===== src/hw/rtl/rmsd_pkg.sv =====
// ----------------------------------------------------------------------------
// rmsd_pkg: shared constants for the running mean and deviation block
// Field widths and default sizes used by the top level and its units.
// ----------------------------------------------------------------------------
`default_nettype none

package rmsd_pkg;

    // Sample and mean are signed fixed point, 32 bits wide.
    localparam int SAMPLE_W = 32;
    // Difference of two samples needs one extra bit.
    localparam int DELTA_W = SAMPLE_W + 1;
    // Sum of squared deviations, unsigned.
    localparam int SUM_W = 2 * SAMPLE_W;
    // Integer square root of the variance.
    localparam int ROOT_W = SUM_W / 2;
    // Width of the count field on the result channel.
    localparam int COUNT_OUT_W = 16;
    // Default width of the internal sample counter.
    localparam int DEFAULT_COUNT_BITS = 16;

endpackage

`default_nettype wire


===== src/hw/rtl/rmsd_divider.sv =====
// ----------------------------------------------------------------------------
// rmsd_divider: bit-serial restoring divider
// Produces one quotient bit per cycle. A short operation divides a half-width
// dividend in half the number of steps.
// ----------------------------------------------------------------------------
`default_nettype none

module rmsd_divider #(
    parameter int DIVISOR_W = rmsd_pkg::DEFAULT_COUNT_BITS
) (
    input  wire logic                       clk,
    input  wire logic                       rst_n,
    input  wire logic                       start,
    input  wire logic                       short_op,
    input  wire logic [rmsd_pkg::SUM_W-1:0] dividend,
    input  wire logic [DIVISOR_W-1:0]       divisor,
    output logic                            done,
    output logic [rmsd_pkg::SUM_W-1:0]      quotient
);

    localparam int SUM_W = rmsd_pkg::SUM_W;
    localparam int HALF_W = SUM_W / 2;
    localparam int CNT_W = $clog2(SUM_W + 1);

    logic                 busy_reg;
    logic [CNT_W-1:0]     cnt_reg;
    logic                 done_reg;
    logic [SUM_W-1:0]     quo_reg;
    logic [DIVISOR_W-1:0] rem_reg;
    logic [DIVISOR_W-1:0] dvs_reg;

    logic [DIVISOR_W:0]   rem_shift;
    logic [DIVISOR_W:0]   rem_diff;
    logic                 fits;
    logic [DIVISOR_W-1:0] rem_next;

    // The dividend bits enter the partial remainder from the top of the
    // quotient register while quotient bits fill it from the bottom.
    assign rem_shift = {rem_reg, quo_reg[SUM_W-1]};
    assign rem_diff  = rem_shift - {1'b0, dvs_reg};
    assign fits      = rem_shift >= {1'b0, dvs_reg};
    assign rem_next  = fits ? rem_diff[DIVISOR_W-1:0] : rem_shift[DIVISOR_W-1:0];

    always_ff @(posedge clk or negedge rst_n)
    begin
        if (!rst_n)
        begin
            busy_reg <= 1'b0;
            cnt_reg  <= '0;
            done_reg <= 1'b0;
        end
        else
        begin
            done_reg <= busy_reg && (cnt_reg == CNT_W'(1));
            if (start)
            begin
                busy_reg <= 1'b1;
                cnt_reg  <= short_op ? CNT_W'(HALF_W) : CNT_W'(SUM_W);
            end
            else if (busy_reg)
            begin
                cnt_reg <= cnt_reg - CNT_W'(1);
                if (cnt_reg == CNT_W'(1))
                begin
                    busy_reg <= 1'b0;
                end
            end
        end
    end

    always_ff @(posedge clk)
    begin
        if (start)
        begin
            quo_reg <= short_op ? {dividend[HALF_W-1:0], {HALF_W{1'b0}}} : dividend;
            rem_reg <= '0;
            dvs_reg <= divisor;
        end
        else if (busy_reg)
        begin
            quo_reg <= {quo_reg[SUM_W-2:0], fits};
            rem_reg <= rem_next;
        end
    end

    assign done     = done_reg;
    assign quotient = quo_reg;

endmodule

`default_nettype wire


===== src/hw/rtl/rmsd_multiplier.sv =====
// ----------------------------------------------------------------------------
// rmsd_multiplier: bit-serial shift-add multiplier
// Consumes one multiplier bit per cycle and builds the full-width product.
// ----------------------------------------------------------------------------
`default_nettype none

module rmsd_multiplier (
    input  wire logic                          clk,
    input  wire logic                          rst_n,
    input  wire logic                          start,
    input  wire logic [rmsd_pkg::SAMPLE_W-1:0] mcand,
    input  wire logic [rmsd_pkg::SAMPLE_W-1:0] mplier,
    output logic                               done,
    output logic [rmsd_pkg::SUM_W-1:0]         product
);

    localparam int W = rmsd_pkg::SAMPLE_W;
    localparam int CNT_W = $clog2(W + 1);

    logic             busy_reg;
    logic [CNT_W-1:0] cnt_reg;
    logic             done_reg;
    logic [W-1:0]     mcand_reg;
    logic [W-1:0]     hi_reg;
    logic [W-1:0]     lo_reg;

    logic [W:0]       partial;

    // Add the multiplicand to the upper half when the current multiplier bit
    // is set, then shift the whole product right by one.
    assign partial = {1'b0, hi_reg} + (lo_reg[0] ? {1'b0, mcand_reg} : {(W + 1){1'b0}});

    always_ff @(posedge clk or negedge rst_n)
    begin
        if (!rst_n)
        begin
            busy_reg <= 1'b0;
            cnt_reg  <= '0;
            done_reg <= 1'b0;
        end
        else
        begin
            done_reg <= busy_reg && (cnt_reg == CNT_W'(1));
            if (start)
            begin
                busy_reg <= 1'b1;
                cnt_reg  <= CNT_W'(W);
            end
            else if (busy_reg)
            begin
                cnt_reg <= cnt_reg - CNT_W'(1);
                if (cnt_reg == CNT_W'(1))
                begin
                    busy_reg <= 1'b0;
                end
            end
        end
    end

    always_ff @(posedge clk)
    begin
        if (start)
        begin
            mcand_reg <= mcand;
            hi_reg    <= '0;
            lo_reg    <= mplier;
        end
        else if (busy_reg)
        begin
            hi_reg <= partial[W:1];
            lo_reg <= {partial[0], lo_reg[W-1:1]};
        end
    end

    assign done    = done_reg;
    assign product = {hi_reg, lo_reg};

endmodule

`default_nettype wire


===== src/hw/rtl/rmsd_sqrt.sv =====
// ----------------------------------------------------------------------------
// rmsd_sqrt: digit-serial integer square root
// Takes two radicand bits per cycle and produces one root bit per cycle,
// rounding down.
// ----------------------------------------------------------------------------
`default_nettype none

module rmsd_sqrt (
    input  wire logic                        clk,
    input  wire logic                        rst_n,
    input  wire logic                        start,
    input  wire logic [rmsd_pkg::SUM_W-1:0]  radicand,
    output logic                             done,
    output logic [rmsd_pkg::ROOT_W-1:0]      root
);

    localparam int SUM_W = rmsd_pkg::SUM_W;
    localparam int ROOT_W = rmsd_pkg::ROOT_W;
    localparam int REM_W = ROOT_W + 2;
    localparam int CNT_W = $clog2(ROOT_W + 1);

    logic              busy_reg;
    logic [CNT_W-1:0]  cnt_reg;
    logic              done_reg;
    logic [SUM_W-1:0]  src_reg;
    logic [REM_W-1:0]  rem_reg;
    logic [ROOT_W-1:0] root_reg;

    logic [REM_W-1:0]  cand;
    logic [REM_W-1:0]  trial;
    logic              take;

    // Before the last step the remainder stays below twice a 31-bit root, so
    // its low ROOT_W bits carry all of it into the shifted candidate.
    assign cand  = {rem_reg[ROOT_W-1:0], src_reg[SUM_W-1:SUM_W-2]};
    assign trial = {root_reg, 2'b01};
    assign take  = cand >= trial;

    always_ff @(posedge clk or negedge rst_n)
    begin
        if (!rst_n)
        begin
            busy_reg <= 1'b0;
            cnt_reg  <= '0;
            done_reg <= 1'b0;
        end
        else
        begin
            done_reg <= busy_reg && (cnt_reg == CNT_W'(1));
            if (start)
            begin
                busy_reg <= 1'b1;
                cnt_reg  <= CNT_W'(ROOT_W);
            end
            else if (busy_reg)
            begin
                cnt_reg <= cnt_reg - CNT_W'(1);
                if (cnt_reg == CNT_W'(1))
                begin
                    busy_reg <= 1'b0;
                end
            end
        end
    end

    always_ff @(posedge clk)
    begin
        if (start)
        begin
            src_reg  <= radicand;
            rem_reg  <= '0;
            root_reg <= '0;
        end
        else if (busy_reg)
        begin
            src_reg  <= {src_reg[SUM_W-3:0], 2'b00};
            rem_reg  <= take ? (cand - trial) : cand;
            root_reg <= {root_reg[ROOT_W-2:0], take};
        end
    end

    assign done = done_reg;
    assign root = root_reg;

endmodule

`default_nettype wire


===== src/hw/rtl/running_mean_stddev.sv =====
// ----------------------------------------------------------------------------
// running_mean_stddev: online mean and population standard deviation
// Updates a running mean and a sum of squared deviations per sample and
// reports the mean, the standard deviation, the count and a saturation flag.
// ----------------------------------------------------------------------------
// Usage: samples arrive on the sample channel (sample_valid, sample_ready,
// sample) and each one produces exactly one result request on the result
// channel (result_valid, result_ready, mean, deviation, sample_count,
// saturated). The block works on one sample at a time. sample_ready is high
// only while the sequencer is idle; a sample is taken when sample_valid and
// sample_ready are both high.
// Sequence: a sample is taken only in idle, and the next one only after the
// result of the last one has been loaded into the output register. The work
// is done by four serial units that run one after the other: a 32-step
// divide of the deviation by the count, a 32-step shift-add multiply, a
// 64-step divide of the squared sum by the count and a 32-step square root,
// each started by the sequencer, after which the result is loaded into the
// output register.
// Stalls: results sit in an output register, so the next sample is accepted
// and processed while an earlier result still waits. A finished result waits
// in the sequencer only if the output register is still full.
// Reset: count, mean, squared sum and the saturation flag clear to zero,
// the result channel goes empty and the block is ready at once.
// ----------------------------------------------------------------------------
`default_nettype none

module running_mean_stddev #(
    parameter int COUNT_BITS = rmsd_pkg::DEFAULT_COUNT_BITS
) (
    input  wire logic                                   clk,
    input  wire logic                                   rst_n,
    input  wire logic                                   sample_valid,
    output logic                                        sample_ready,
    input  wire logic signed [rmsd_pkg::SAMPLE_W-1:0]   sample,
    output logic                                        result_valid,
    input  wire logic                                   result_ready,
    output logic signed [rmsd_pkg::SAMPLE_W-1:0]        mean,
    output logic [rmsd_pkg::ROOT_W-1:0]                 deviation,
    output logic [rmsd_pkg::COUNT_OUT_W-1:0]            sample_count,
    output logic                                        saturated
);

    localparam int SAMPLE_W = rmsd_pkg::SAMPLE_W;
    localparam int DELTA_W = rmsd_pkg::DELTA_W;
    localparam int SUM_W = rmsd_pkg::SUM_W;
    localparam int ROOT_W = rmsd_pkg::ROOT_W;
    localparam int COUNT_OUT_W = rmsd_pkg::COUNT_OUT_W;
    localparam int CNT_EXT_W = (COUNT_BITS > COUNT_OUT_W) ? COUNT_BITS : COUNT_OUT_W;

    // Sequencer states.
    localparam logic [3:0] S_IDLE    = 4'd0;
    localparam logic [3:0] S_DIV1_GO = 4'd1;
    localparam logic [3:0] S_DIV1    = 4'd2;
    localparam logic [3:0] S_MUL_GO  = 4'd3;
    localparam logic [3:0] S_MUL     = 4'd4;
    localparam logic [3:0] S_DIV2_GO = 4'd5;
    localparam logic [3:0] S_DIV2    = 4'd6;
    localparam logic [3:0] S_SQRT    = 4'd7;
    localparam logic [3:0] S_OUT     = 4'd8;

    // Sequencer and statistics state.
    logic [3:0]            state_reg;
    logic [3:0]            state_next;
    logic [COUNT_BITS-1:0] count_reg;
    logic [SAMPLE_W-1:0]   mean_reg;
    logic [SUM_W-1:0]      ssum_reg;
    logic                  sticky_reg;

    // Per-sample working registers.
    logic [SAMPLE_W-1:0]   x_reg;
    logic [DELTA_W-1:0]    delta_reg;
    logic                  neg_reg;
    logic [ROOT_W-1:0]     root_reg;

    // Output register.
    logic                  result_valid_reg;
    logic [SAMPLE_W-1:0]   mean_out_reg;
    logic [ROOT_W-1:0]     dev_out_reg;
    logic [COUNT_OUT_W-1:0] cnt_out_reg;
    logic                  sat_out_reg;

    // Datapath between the units.
    logic                  sample_take;
    logic                  out_free;
    logic                  count_full;
    logic [DELTA_W-1:0]    delta_in;
    logic [SAMPLE_W-1:0]   delta_mag;
    logic [DELTA_W-1:0]    delta2;
    logic [SAMPLE_W-1:0]   delta2_mag;
    logic [DELTA_W-1:0]    mean_sum;
    logic [SAMPLE_W-1:0]   quot_low;
    logic [SUM_W:0]        ssum_add;
    logic [CNT_EXT_W-1:0]  count_ext;

    logic                  div_start;
    logic                  div_short;
    logic [SUM_W-1:0]      div_dividend;
    logic                  div_done;
    logic [SUM_W-1:0]      div_quotient;
    logic                  mul_start;
    logic                  mul_done;
    logic [SUM_W-1:0]      mul_product;
    logic                  sqrt_start;
    logic                  sqrt_done;
    logic [ROOT_W-1:0]     sqrt_root;

    assign sample_ready = (state_reg == S_IDLE);
    assign sample_take  = sample_valid && sample_ready;
    assign out_free     = !result_valid_reg || result_ready;
    assign count_full   = (count_reg == {COUNT_BITS{1'b1}});

    // Deviation of the new sample from the old mean, one bit wider than a
    // sample so it never wraps.
    assign delta_in  = {sample[SAMPLE_W-1], sample} - {mean_reg[SAMPLE_W-1], mean_reg};
    assign delta_mag = delta_reg[DELTA_W-1] ? SAMPLE_W'(-delta_reg)
                                            : delta_reg[SAMPLE_W-1:0];

    // Deviation from the updated mean. Its magnitude never exceeds that of
    // the first deviation, so it also fits in a sample width.
    assign delta2     = {x_reg[SAMPLE_W-1], x_reg} - {mean_reg[SAMPLE_W-1], mean_reg};
    assign delta2_mag = delta2[DELTA_W-1] ? SAMPLE_W'(-delta2) : delta2[SAMPLE_W-1:0];

    // The quotient has the magnitude of delta / n; applying the sign of delta
    // gives truncation toward zero. The new mean stays between the old mean
    // and the sample, so the low bits are exact.
    assign quot_low = div_quotient[SAMPLE_W-1:0];
    assign mean_sum = delta_reg[DELTA_W-1]
                    ? ({mean_reg[SAMPLE_W-1], mean_reg} - {1'b0, quot_low})
                    : ({mean_reg[SAMPLE_W-1], mean_reg} + {1'b0, quot_low});

    assign ssum_add = {1'b0, ssum_reg} + {1'b0, mul_product};

    // The divider is shared: first the deviation over the count, then the
    // squared sum over the count.
    assign div_start    = (state_reg == S_DIV1_GO) || (state_reg == S_DIV2_GO);
    assign div_short    = (state_reg == S_DIV1_GO);
    assign div_dividend = div_short ? {{(SUM_W - SAMPLE_W){1'b0}}, delta_mag} : ssum_reg;
    assign mul_start    = (state_reg == S_MUL_GO);
    assign sqrt_start   = (state_reg == S_DIV2) && div_done;

    assign count_ext = CNT_EXT_W'(count_reg);

    rmsd_divider #(
        .DIVISOR_W (COUNT_BITS)
    ) u_divider (
        .clk      (clk),
        .rst_n    (rst_n),
        .start    (div_start),
        .short_op (div_short),
        .dividend (div_dividend),
        .divisor  (count_reg),
        .done     (div_done),
        .quotient (div_quotient)
    );

    rmsd_multiplier u_multiplier (
        .clk     (clk),
        .rst_n   (rst_n),
        .start   (mul_start),
        .mcand   (delta_mag),
        .mplier  (delta2_mag),
        .done    (mul_done),
        .product (mul_product)
    );

    rmsd_sqrt u_sqrt (
        .clk      (clk),
        .rst_n    (rst_n),
        .start    (sqrt_start),
        .radicand (div_quotient),
        .done     (sqrt_done),
        .root     (sqrt_root)
    );

    // Sequencer transitions.
    always_comb
    begin
        state_next = state_reg;
        case (state_reg)
            S_IDLE:
            begin
                if (sample_take)
                begin
                    state_next = S_DIV1_GO;
                end
            end
            S_DIV1_GO:
            begin
                state_next = S_DIV1;
            end
            S_DIV1:
            begin
                if (div_done)
                begin
                    state_next = S_MUL_GO;
                end
            end
            S_MUL_GO:
            begin
                state_next = S_MUL;
            end
            S_MUL:
            begin
                if (mul_done)
                begin
                    state_next = S_DIV2_GO;
                end
            end
            S_DIV2_GO:
            begin
                state_next = S_DIV2;
            end
            S_DIV2:
            begin
                if (div_done)
                begin
                    state_next = S_SQRT;
                end
            end
            S_SQRT:
            begin
                if (sqrt_done)
                begin
                    state_next = S_OUT;
                end
            end
            S_OUT:
            begin
                if (out_free)
                begin
                    state_next = S_IDLE;
                end
            end
            default:
            begin
                state_next = S_IDLE;
            end
        endcase
    end

    // Control and statistics state.
    always_ff @(posedge clk or negedge rst_n)
    begin
        if (!rst_n)
        begin
            state_reg        <= S_IDLE;
            count_reg        <= '0;
            mean_reg         <= '0;
            ssum_reg         <= '0;
            sticky_reg       <= 1'b0;
            result_valid_reg <= 1'b0;
        end
        else
        begin
            state_reg <= state_next;

            if (sample_take)
            begin
                // A full counter holds its value and marks saturation.
                if (count_full)
                begin
                    sticky_reg <= 1'b1;
                end
                else
                begin
                    count_reg <= count_reg + COUNT_BITS'(1);
                end
            end

            if ((state_reg == S_DIV1) && div_done)
            begin
                mean_reg <= mean_sum[SAMPLE_W-1:0];
            end

            if ((state_reg == S_MUL) && mul_done)
            begin
                if (neg_reg)
                begin
                    // With truncating division this is reached only with a zero product, but
                    // any negative product is subtracted with the sum floored at zero.
                    ssum_reg <= (mul_product > ssum_reg) ? '0 : (ssum_reg - mul_product);
                end
                else if (ssum_add[SUM_W])
                begin
                    ssum_reg   <= {SUM_W{1'b1}};
                    sticky_reg <= 1'b1;
                end
                else
                begin
                    ssum_reg <= ssum_add[SUM_W-1:0];
                end
            end

            if ((state_reg == S_OUT) && out_free)
            begin
                result_valid_reg <= 1'b1;
            end
            else if (result_ready)
            begin
                result_valid_reg <= 1'b0;
            end
        end
    end

    // Working and output payload registers.
    always_ff @(posedge clk)
    begin
        if (sample_take)
        begin
            x_reg     <= sample;
            delta_reg <= delta_in;
        end

        if (state_reg == S_MUL_GO)
        begin
            neg_reg <= delta_reg[DELTA_W-1] != delta2[DELTA_W-1];
        end

        if ((state_reg == S_SQRT) && sqrt_done)
        begin
            root_reg <= sqrt_root;
        end

        if ((state_reg == S_OUT) && out_free)
        begin
            mean_out_reg <= mean_reg;
            dev_out_reg  <= root_reg;
            cnt_out_reg  <= count_ext[COUNT_OUT_W-1:0];
            sat_out_reg  <= sticky_reg;
        end
    end

    assign result_valid = result_valid_reg;
    assign mean         = mean_out_reg;
    assign deviation    = dev_out_reg;
    assign sample_count = cnt_out_reg;
    assign saturated    = sat_out_reg;

endmodule

`default_nettype wire


===== config.mk =====
export PLATFORM = sky130hd
export DESIGN_NAME = running_mean_stddev
export DESIGN_NICKNAME = d
export VERILOG_FILES = /design/src/hw/rtl/rmsd_pkg.sv /design/src/hw/rtl/rmsd_divider.sv /design/src/hw/rtl/rmsd_multiplier.sv /design/src/hw/rtl/rmsd_sqrt.sv /design/src/hw/rtl/running_mean_stddev.sv
export SDC_FILE = /design/constraint.sdc
export NUM_CORES = 2
export LEC_CHECK = 0
export ABC_AREA = 1
export BUFFER_PORTS_ARGS = -buffer_cell sky130_fd_sc_hd__buf_4
export CAP_MARGIN = 20
export CORE_AREA = 2 2 370 372
export CTS_CLUSTER_SIZE = 20
export DETAILED_ROUTE_END_ITERATION = 12
export DIE_AREA = 0 0 372 374
export GPL_TIMING_DRIVEN = 0
export SLEW_MARGIN = 15
export SYNTH_ARGS = -nofsm -noshare
export SYNTH_HDL_FRONTEND = slang
export SYNTH_SLANG_ARGS = --single-unit
export TNS_END_PERCENT = 1

===== constraint.sdc =====
create_clock -name clk -period 6.65 [get_ports clk]
set_clock_uncertainty 0.2 [all_clocks]
set_input_delay 0 -clock clk [delete_from_list [all_inputs] [get_ports clk]]
set_output_delay 0 -clock clk [all_outputs]
set_load 0.02 [all_outputs]

# After elaboration in Yosys (flattened, before gate mapping)
# Cells that the tools add are included.
[totals]
reg_bits = 642
[op_classes]
addsub = 15
n_lt_le_gt_ge = 3
eq_ne = 19
mux = 47
bitwise = 1
n_reduce_logical = 19
[ops]
columns = ["operator", "n"]
rows = [
  ["$mux W64", 9],
  ["$mux W32", 7],
  ["$sub A32 B32 Y33", 2],
  ["$add A64 B64 Y65", 1],
  ["$gt A64 B64 Y1", 1],
  ["$neg A32 Y32", 2],
  ["$sub A32 B32 Y32", 2],
  ["$sub A64 B64 Y64", 1],
  ["$pmux W4 S9", 1],
  ["$ge A34 B34 Y1", 1],
  ["$add A32 B33 Y33", 1],
  ["$add A32 B32 Y32", 1],
  ["$mux W4", 6],
  ["$mux W6", 4],
  ["$mux W7", 3],
  ["$ge A17 B16 Y1", 1],
  ["$add A16 B1 Y16 const B", 1],
  ["$eq A16 B16 Y1 const B", 1],
  ["$eq A4 B3 Y1 const B", 4],
  ["$mux W1", 16],
  ["$mux W16", 1],
  ["$sub A16 B16 Y16", 1],
  ["$eq A6 B1 Y1 const B", 2],
  ["$sub A6 B1 Y6 const B", 2],
  ["other kinds (16)", 33],
]

# Logic depth before layout (Yosys ltp)
[logic_depth]
depth_word = 6
depth_mapped = 23
ltp_nobuf = 23

# Cells and area by module
# From an unflattened synthesis, not the netlist that was laid out.
[hier_totals]
hier_cells = 7272
hier_area_um2 = 50084.3
[by_module_without_submodules]
columns = ["mod", "instances", "cells_each", "area_per_inst_um2"]
rows = [
  ["running_mean_stddev", 1, 4555, 29894.9],
  ["rmsd_sqrt", 1, 1147, 8087.8],
  ["rmsd_multiplier", 1, 896, 6361.1],
  ["rmsd_divider", 1, 674, 5740.5],
]

# Least setup slack after synthesis
# Ideal clock, no wire load.
[synth_timing]
kind = "reg2reg"
startpoint = "reg state_reg[1]"
endpoint = "reg dev_out_reg[0], in the netlist deviation[0] (enable)"
t_arrival_ns = 4.206
t_required_ns = 5.929
slack_ns = 1.723
stages_incl_launch_ff = 6
n_path_buf = 0
path_cell_list = "dfrtp_1 -> nor2_1 -> inv_1 -> nor3_1 -> inv_1 -> nor2_1"
[synth_via]
elab_chain_cells = 2
[synth_rtl]
columns = ["element", "line_no", "source"]
rows = [
  ["start, declared", "running_mean_stddev.sv:62", "logic [3:0] state_reg;"],
  ["start signal, assigned", "running_mean_stddev.sv:255", "state_reg <= state_next;"],
  ["$eq A4 B4 Y1", "running_mean_stddev.sv:324", "if ((state_reg == S_OUT) && out_free)"],
  ["$logic_and A1 B1 Y1", "running_mean_stddev.sv:324", ""],
  ["end signal, assigned", "running_mean_stddev.sv:327", "dev_out_reg <= root_reg;"],
  ["end, declared", "running_mean_stddev.sv:78", "logic [ROOT_W-1:0] dev_out_reg;"],
]
# No other way between the ends.
# A chain may end at the register's enable or synchronous reset.

# Final worst setup path
[layout_timing]
startpoint = "reg delta_reg[32]"
endpoint = "reg mean_reg[21]"
[layout_via]
elab_chain_cells = 1
[layout_rtl]
columns = ["element", "line_no", "source"]
rows = [
  ["start, declared", "running_mean_stddev.sv:71", "logic [DELTA_W-1:0] delta_reg;"],
  ["start signal, assigned", "running_mean_stddev.sv:311", "delta_reg <= delta_in;"],
  ["$mux W32", "running_mean_stddev.sv:128", "? ({mean_reg[SAMPLE_W-1], mean_reg} - {1'b0, quot_low})"],
  ["end signal, assigned", "running_mean_stddev.sv:272", "mean_reg <= mean_sum[SAMPLE_W-1:0];"],
  ["end, declared", "running_mean_stddev.sv:65", "logic [SAMPLE_W-1:0] mean_reg;"],
]
# No other way between the ends.

==> summary.md <==
| Metric | Value |
|---|---|
| Prevailing post-synth register cell | edfxtp_1 |
| Clk root buf | clkbuf_16 |
| Final GP Congestion | 0.987 |
| Die Ht | 374 um |
| Worst Path Max Fanout | 10 |
| Die area | 0.139 mm2 |
| Final min period | 5.29 ns |
| Tcrit/Tclk final | 79.6% |
| Max-cap violation count | 0 |
| Mapped Cells | 6466 |
| Num CTS Buffers | 73 |
| Fin cells | 8584 |
| R2R Path Start | delta_reg[32]$_DFFE_PP_ |
| Metal2 WL | 80.8 mm |
| VDD IR-drop max | 264 uV |
| Critical path's slowest cell | a21boi_0 |
| RSZ-0062 raised after global routing | no |
| Grt total ovfl | 0 |
| Synth Register Bits | 642 |
| Die Wd | 372 um |
| Yosys top cell area share | 24.7% |
| CP Buf/Inv Count | 5 |
| Met1 Wirelength | 80.8 mm |
| Slew headroom | 23.6% |
| First-pass GRT wire length | 263 mm |
| Final Instance Area | 0.0538 mm2 |
| DRT iter0 DRCs | 4263 |
| Row count | 135 |
| I/O pin count | 119 |
| PortBufs | 118 |
| Share of cells above drive strength 1 | 5.87% |
| Final Net Count | 7098 |
| Max Slew Vio Count | 0 |
| Area growth syn-to-layout | 14.3% |
| CTS tree | done |
| Endpoints failing setup | 0 |
| Clk_lat worst skew | 0.69 ns |
| Yosys cell types | 67 |
| Pwr dens | 452 mW/mm2 |
| Core box area | 0.135 mm2 |
| Number of global-route vias before repair | 42254 |
| Overall Global Routing Usage | 25.2% |
| Hold_sp | result_ready |
| Drt first pass iters | 7 |
| Ranking of synthesized cells by area | edfxtp_1, nand2_1, ha_1, inv_1, dfrtp_1 |
| Slowest Stage Delay on Critical Path | 0.74 ns |
| Initial antenna violation count | 5 |
| Final ANT Viol Nets | 0 |
| Remaining DRCs | 0 |
| Worst hold path type | in -> reg |
| Worst EP arrival | 5.62 ns |
| Worst-margin pin slew | 1.13 ns |
| Synthesized area | 0.0471 mm2 |
| Highest Signal Layer | met5 |
| Met3 routed WL | 11.6 mm |
| Via density | 5.24 |
| CTS H-tree depth | 3 |
| Clock Sinks | 642 |
| Crit path kind | reg -> reg |
| Worst setup EP type | flip-flop |
| Initial core utilization | 34.9% |
| Final Core Density | 39.9% |
| Status | finished, final reports clean |
| Pleak | 25.0 nW |
| Worst setup SP type | flip-flop |
| Post CTS Setup Buffer Count | 0 |
| Clock tree buffer depth | 3 |
| Max Freq | 189 MHz |
| Dpl cells | 8376 |
| Avg Inst Size Synth | 7.28 um2 |
| Drt wl/cell | 20.9 um |
| Cell taking the most area after synthesis | edfxtp_1 |
| Syn_nets | 6824 |
| Ys Warns | 0 |
| Crit-path cells | clkinv_1 > clkbuf_1 > clkbuf_1 > nand2_1 > xor2_1 > inv_1 > ha_1 > a21oi_1 > nor2_1 > nor2_1 > o21ai_0 > a21boi_0 > o21ai_0 > nand2_1 > inv_1 > nor2_1 > nand2_1 > nand3_1 > o21ai_0 |
| Cell family with most CP delay | buffers and inverters |
| Async S/R FF share, synth | 22.3% |
| Seq/Total Area, Yosys | 37.0% |
| Largest net degree at the start of global routing | 83 |
| CP Launch Point | delta_reg[32]$_DFFE_PP_ |
| Post-synth EDFFs | 387 |
| Hpwl dp | 147 mm |
| Total wire length | 180 mm |
| Worst path required time | 6.98 ns |
| Placed cell area | 0.0505 mm2 |
| Fin. Hold Viols | 0 |
| Clk pin slew, worst setup/hold paths | 0.06 ns |
| Vias after detailed routing | 45016 |
[repair_timing]
action,4_1_cts,5_1_grt
resized for setup,0,0
hold buffers,70,0
endpoints found under the hold margin,283,0
[cell families (layout without fill, tap and decap cells)]
family	count (synthesis)	after routing	synth area share (%)
flops	642	642	37.0
fa+ha+maj	322	322	8.67
simple gates	2778	2778	24.5
compound gates	1281	1281	15.0
xor+xnor	268	268	4.99
buf+inv	1175	1510	9.75
other cells	0	2	0
[worst paths after layout]
| path | to | slack, ns | depth (start not counted) |
|---|---|---|---|
| max | mean_reg[21]$_DFFE_PN0P_ | 1.36 | 19 |
| min reg2reg | root_reg[13]$_DFFE_PP_ | 0.22 | 0 |
| min in group asynchronous | count_ext[12]$_DFFE_PN0P_ | 0.29 | 4 |
| max in group asynchronous | ssum_reg[3]$_DFFE_PN0P_ | 5.42 | 4 |
| max reg2reg | mean_reg[21]$_DFFE_PN0P_ | 1.36 | 19 |
| min | state_reg[3]$_DFFE_PN0P_ | 0.10 | 5 |
[worst register-to-register path: cells and delay by family (launching register included)]
kind / cells / cell delay (ns)
buf+inv: 5 / 1.57
xor+xnor: 1 / 0.37
fa+ha+maj: 1 / 0.34
simple gates: 7 / 0.63
compound gates: 5 / 1.48
flops: 1 / 0.57
[synth_stat cells, types with 13 or more instances]
| library cell | number |
|---|---|
| edfxtp_1 | 387 |
| clkbuf_1 | 82 |
| nand3_1 | 351 |
| nor2_2 | 16 |
| inv_1 | 1004 |
| dfxtp_1 | 112 |
| nor2_1 | 645 |
| ha_1 | 315 |
| or2_2 | 14 |
| o21ai_1 | 34 |
| o211ai_1 | 33 |
| nand3b_1 | 21 |
| a21o_1 | 34 |
| xnor2_1 | 71 |
| dfrtp_1 | 143 |
| nand4_1 | 74 |
| o22ai_1 | 62 |
| nor3_1 | 85 |
| buf_1 | 13 |
| a31oi_1 | 33 |
| o21bai_1 | 33 |
| buf_2 | 33 |
| o21a_1 | 29 |
| nand2_1 | 1509 |
| a21boi_0 | 19 |
| a21oi_1 | 440 |
| nor4_1 | 16 |
| xor2_1 | 197 |
| buf_4 | 21 |
| o21ai_0 | 523 |
| nand2_2 | 19 |
[routing by layer]
layer  vias to the layer above  global-route usage (%)
met5                         -                   0.385
met2                      1577                    40.1
met3                       261                    3.49
li1                      21836                       -
met1                     21338                    34.9
met4                         4                    8.11
[cell type report]
cell class              count  area [um2]
well taps                1781        2230
repair buffers            199        1840
flip-flops and latches    642       17400
multi-input cells        4649       25100
diodes                      2        5.00
clock inverters            46         653
inverters                1014        3810
plain buffers             161         790
fillers                 14128       81200
clock buffers              90        1950
[power breakdown]
part           total (mW)  switching, mW  internal (mW)
registers            6.50          0.866           5.64
logic                13.3           9.21           4.14
clock network        4.48           1.85           2.63
total                24.3           11.9           12.4
[stage by stage]
step	setup TNS [ns]	hold WS [ns]	power [mW]	setup slack (ns)
floorplan	0	-0.496	15.4	1.72
global placement	-0.237	-0.0106	19.5	-0.0134
detailed placement	0	-0.196	19.6	1.51
CTS	0	0.0653	24.2	1.48
global route	0	0.111	26.1	0.975
finish	0	0.104	24.3	1.36
[cells in the final DEF (no fill, tap or decap), drive strengths merged, types with 69 or more instances in the layout]
cell type,Yosys,layout
nor3,88,88
inv,1010,1016
ha,315,315
nor2,663,663
dfrtp,143,143
nand2,1530,1530
a21oi,445,445
dfxtp,112,112
clkbuf,87,177
nand3,353,353
dlygate4sd3,0,69
xnor2,71,71
buf,74,204
nand4,74,74
o21ai,561,561
xor2,197,197
edfxtp,387,387
Note: power is estimated with default switching activity, not from simulation.
